--- src/rtl/minimap_pixel_color_top_assert.svh ---
// ----------------------------------------------------------------------------
// minimap pixel color assertion macros
// concurrent checks clocked on clk, disabled while rst is high
// ----------------------------------------------------------------------------
`ifndef MINIMAP_PIXEL_COLOR_TOP_ASSERT_SVH
`define MINIMAP_PIXEL_COLOR_TOP_ASSERT_SVH

`ifndef SYNTHESIS
// property holds at every edge
`define MMPC_ASSERT(lbl, prop) \
  lbl: assert property (@(posedge clk) disable iff (rst) (prop)) \
    else $error("minimap pixel color check failed");
// consequent holds in the cycle after the antecedent
`define MMPC_ASSERT_NEXT(lbl, ante, cons) \
  lbl: assert property (@(posedge clk) disable iff (rst) (ante) |=> (cons)) \
    else $error("minimap pixel color sequence check failed");
`else
`define MMPC_ASSERT(lbl, prop)
`define MMPC_ASSERT_NEXT(lbl, ante, cons)
`endif

`endif

--- src/rtl/mmpc_ram.sv ---
// ----------------------------------------------------------------------------
// mmpc_ram
// simple dual-port ram, one write and one registered read port
// ----------------------------------------------------------------------------
`default_nettype none

module mmpc_ram #(
  parameter int WIDTH = 8,
  parameter int DEPTH = 64
) (
  input  wire logic                                    clk,
  input  wire logic                                    we,
  input  wire logic [((DEPTH > 1) ? $clog2(DEPTH) : 1)-1:0] waddr,
  input  wire logic [WIDTH-1:0]                        wdata,
  input  wire logic                                    re,
  input  wire logic [((DEPTH > 1) ? $clog2(DEPTH) : 1)-1:0] raddr,
  output logic      [WIDTH-1:0]                        rdata
);

  logic [WIDTH-1:0] mem [DEPTH];

  always_ff @(posedge clk) begin
    if (we) begin
      mem[waddr] <= wdata;
    end
    // read data holds while re is low
    if (re) begin
      rdata <= mem[raddr];
    end
  end

endmodule

`default_nettype wire

--- config.mk ---
export PLATFORM = sky130hd
export DESIGN_NAME = mmpc_ram
export DESIGN_NICKNAME = d
export VERILOG_FILES = /design/src/rtl/minimap_pixel_color_top_assert.svh /design/src/rtl/mmpc_ram.sv
export SDC_FILE = /design/constraint.sdc
export NUM_CORES = 1
export LEC_CHECK = 0
export BUFFER_PORTS_ARGS = -buffer_cell sky130_fd_sc_hd__buf_2
export CAP_MARGIN = 20
export CORE_MARGIN = 8
export CORE_UTILIZATION = 25
export CTS_CLUSTER_DIAMETER = 120
export CTS_CLUSTER_SIZE = 30
export DETAILED_ROUTE_END_ITERATION = 8
export PLACE_DENSITY = 0.48
export SKIP_CTS_REPAIR_TIMING = 1
export SYNTH_ARGS = -nofsm -noshare
export SYNTH_HDL_FRONTEND = slang
export SYNTH_SLANG_ARGS = --single-unit
--- constraint.sdc ---
create_clock -name clk -period 2.3 [get_ports clk]
set_input_delay 0.46 -clock clk [delete_from_list [all_inputs] [get_ports clk]]
set_output_delay 0.46 -clock clk [all_outputs]
set_load 0.02 [all_outputs]
After elaboration in Yosys (flattened, before gate mapping)
Memories as Yosys holds them, arrays and structs flattened. A register that Yosys moved wholly into a read port is not among the register bits.
Index checks and enable logic that the tools add are counted.
{"block": "word_totals", "elab_cells": 3, "memories": 1, "ramBits": 512, "input_bits": 23, "register_bits": 0}
{"block": "op_classes", "mux": 2}
{"name": "mem", "depth": 64, "width": 8, "read_ports": 1, "rd_ports_with_merged_regs": 1, "write_ports": 1, "line": "mmpc_ram.sv:20", "source": "logic [WIDTH-1:0] mem [DEPTH];"}
{"operator": "2-to-1 mux 1 bit", "count": 2}

Depth between registers and ports, before layout
{"block": "depth", "word_depth": 2, "mapped_depth": 9, "mapped_depth_nobuf": 5}

Worst setup path after synthesis
Ideal clock, no wire load.
{"block": "synth_timing", "path_type": "input to register", "startpoint": "in raddr[1] in the netlist's numbering", "endpoint": "reg rdata[3] (read register of mem), data pin", "slack_ns": 0.034, "setup_ns": 0.266, "t_required_ns": 2.034, "path_buffers": 3, "stages": 7, "arrival_time_ns": 2.000, "cell_sequence": "buf_4 -> buf_2 -> buf_2 -> mux4_2 -> mux4_2 -> o21ai_1 -> o41ai_1"}
{"element": "start, declared", "line": "mmpc_ram.sv:16", "source": "input wire logic [((DEPTH > 1) ? $clog2(DEPTH) : 1)-1:0] raddr,"}
{"element": "end, declared", "line": "mmpc_ram.sv:17", "source": "output logic [WIDTH-1:0] rdata"}

==> qor.csv <==
stage,metric,value,unit
final_layout,fin util,29.2,%
yosys,Syn Inst Count,940,
route,vias per cell,4.41,
sta,post-route worst hold slack,0.248,ns
route,per-cell routed wire length,22.4,microns
sta,Slew HR,50.7,%
yosys,Synth Area in XOR/XNOR,0,%
route,Total Wirelength,48900,microns
yosys,mux cell area share after synthesis,15.9,%
critical_path,R2R cell count,6,
yosys,Synth Register Bits,520,
clocking,worst skew pair latency,0.56,ns
yosys,"EDFF count, synth",520,
route,Starting DRT DRC Count,654,
status,status,finished clean,
yosys,Syn Area/Cell,21.5,sq um
yosys,synth warn,0,
route,DRC viols,0,
global_route,vias in the first global route,10100,
yosys,register area share after synthesis,77.1,%
yosys,Synthesized Nets,963,
critical_path,reg2reg start,mem[20][4],
route,DR pass1 iterations,5,
floorplanning,Core Box Area,80400,sq um
floorplanning,Die ar.,90400,sq um
critical_path,CP arrival,2.53,ns
hold_path,Worst Hold Class,in2reg,
clocking,CTS tree,done,
clocking,Bufs on Longest Clock Path,3,
place,gpl congestion,0.760,
clocking,Clock Sink Count,520,
sta,minimum clock period,2.21,ns
place,Setup WS pre-CTS,-0.450,ns
place,placed insts,2152,
global_route,initial antenna violation count,6,
yosys,largest family of logic cells by synthesized area,multiplexers,
place,Area after DPL,22900,sq um
final_layout,Finished Layout Cells,2179,
critical_path,type of the worst setup path,reg2reg,
pwr,leakage,7.31,nW
final_layout,layout cells sized above 1,32.9,%
final_layout,synth-to-layout area growth,16.0,%
floorplanning,IO Count,31,
floorplanning,Die Wd,301,microns
run,number of max-cap violations,0,
route,via count,9602,
clocking,H-tree levels,1,
sta,Worst-Margin Slew,0.739,ns
global_route,first-pass GRT wire length,71400,microns
critical_path,CP Launch Point,mem[20][4],
yosys,share of flip-flops with an asynchronous set or reset,0,%
clocking,"CTS clk-pin slew, worst paths",0.11,ns
yosys,"area leader, netlist",edfxtp_1,
yosys,Synth cell types,39,
critical_path,"setup slack, reg-to-reg",0.09,ns
pwr,P per Cell Area,685,nW/um^2
sta,Clock Skews,0.0281,ns
clocking,CTS buffer count,21,
final_layout,Final Cell Area,23500,sq um
sta,RSZ-0062 raised after global routing,false,
yosys,post-synth top area share,77.1,%
sta,Setup Viol. Count Final,0,
yosys,compound-cell area share of the yosys netlist,2.06,%
global_route,global-route usage over all layers,10.6,%
yosys,Post-Syn Area,20200,sq um
critical_path,Critical Path End Type,flop,
sta,Final period util,96.1,%
sta,FMAX,452,MHz
yosys,Synth Area in Adders,0,%
sta,Final Hold Vio Count,0,
place,Port Buffers,30,
route,post-route ant nets,0,
pwr,VDD IR max,0.000375,V
yosys,Synth Flop Type,edfxtp_1,
critical_path,nature of the critical path startpoint,flop,
floorplanning,Initial Util,25.2,%
floorplanning,# rows,104,
critical_path,WP data required,2.62,ns
place,HPWL after detailed placement,32200,microns
floorplanning,Die Ht,301,microns
critical_path,worst-path maximum fanout,1,
clocking,CTS root buf,clkbuf_16,
sta,Final Slew Violations,0,
sta,PnR worst setup slack,0.0889,ns
yosys,area share of and/or/nand/nor cells after synthesis,3.37,%
critical_path,Critical Path End,rdata[4],
yosys,top post-synthesis cells by area,"edfxtp_1 (77%), mux4_2 (14%), nor2_1 (1.5%)",
global_route,largest net degree at the start of global routing,65,
final_layout,Final nets,1138,
global_route,gr ovfl total,0,
critical_path,FF-to-FF End,rdata[4],
## layout by cell type, fill, tap and decap left out, types with 4 or more instances in the layout
| master | instances |
|---|---|
| edfxtp_1 | 520 |
| buf_4 | 158 |
| mux4_2 | 126 |
| nor2_1 | 83 |
| buf_2 | 27 |
| mux2i_1 | 23 |
| clkbuf_16 | 21 |
| nand2_1 | 19 |
| buf_12 | 17 |
| nor2b_1 | 14 |
| mux2_2 | 13 |
| nand3_1 | 13 |
| o221ai_1 | 8 |
| o22ai_1 | 8 |
| nand2b_1 | 7 |
| nor3_1 | 7 |
| a221oi_1 | 6 |
| diode_2 | 5 |
| a211oi_1 | 4 |
## metrics by stage
stage | total power, W | setup TNS, ns
6_report | 0.0161 | 0
5_1_grt | 0.0166 | 0
4_1_cts | 0.0163 | 0
3_5_place_dp | 0.0119 | -2.80
3_3_place_gp | 0.0119 | -2.59
2_1_floorplan | 0.0113 | 0
## worst min path at each step
stage,from,end,cells after the start
2_1_floorplan,wdata[0],mem[0][0],0
3_3_place_gp,re,rdata[2],1
4_1_cts,re,rdata[6],1
5_1_grt,re,rdata[6],1
6_report,re,rdata[6],1
3_5_place_dp,re,rdata[0],1
## flip-flops by register name (all words and copies together) (netlist names)
signal  count
mem       512
rdata       8
## worst max-delay path, cell delays in order (launching register included)
cell and delay [ns]:
edfxtp_1 0.39, mux4_2 0.46, mux2_2 0.29, o221a_2 0.28
nor3_1 0.29, buf_4 0.17, o32ai_1 0.08
## cell families (layout without fill, tap and decap cells)
logic type | after synthesis | in the layout
flip-flops | 520 | 520
AND/OR/NAND/NOR | 153 | 153
buffers and inverters | 51 | 225
other | 0 | 5
multiplexers | 162 | 162
AO/OA/AOI/OAI | 54 | 54
## routing by layer
metal | part of all wire [%] | track usage [%]
met1 | 45 | 14.1
met2 | 48 | 17.8
met3 | 4.4 | 1.92
met4 | 2.1 | 2.63
met5 | 0.027 | 0
## report_power, final
part / internal (W) / switching (W)
combinational: 0.000482 / 0.000653
sequential: 0.0105 / 0.0000282
clock: 0.00168 / 0.00275
## area by class of cell
class | count | area (sq um)
repair buffers | 203 | 1680
fillers | 7928 | 56900
clock buffers | 21 | 526
flip-flops and latches | 520 | 15600
multi-input cells | 369 | 4320
clock inverters | 1 | 20.0
well taps | 1060 | 1330
diodes | 5 | 12.5
## synthesized netlist by cell type (3+ instances only)
cell type / instances
o22ai_1: 8
o2bb2ai_1: 3
buf_4: 13
nor2b_1: 14
a21oi_1: 3
o2111ai_1: 3
mux2i_1: 23
buf_1: 4
nor2_1: 83
a221oi_1: 6
mux4_2: 126
nand3_1: 13
mux2_2: 13
nor3_1: 7
a22oi_1: 3
nand3b_1: 3
clkbuf_1: 17
buf_6: 4
nand2_1: 19
o221ai_1: 8
buf_2: 11
nand2b_1: 7
edfxtp_1: 520
a211oi_1: 4
No activity file was read; power rests on OpenSTA's default activity.
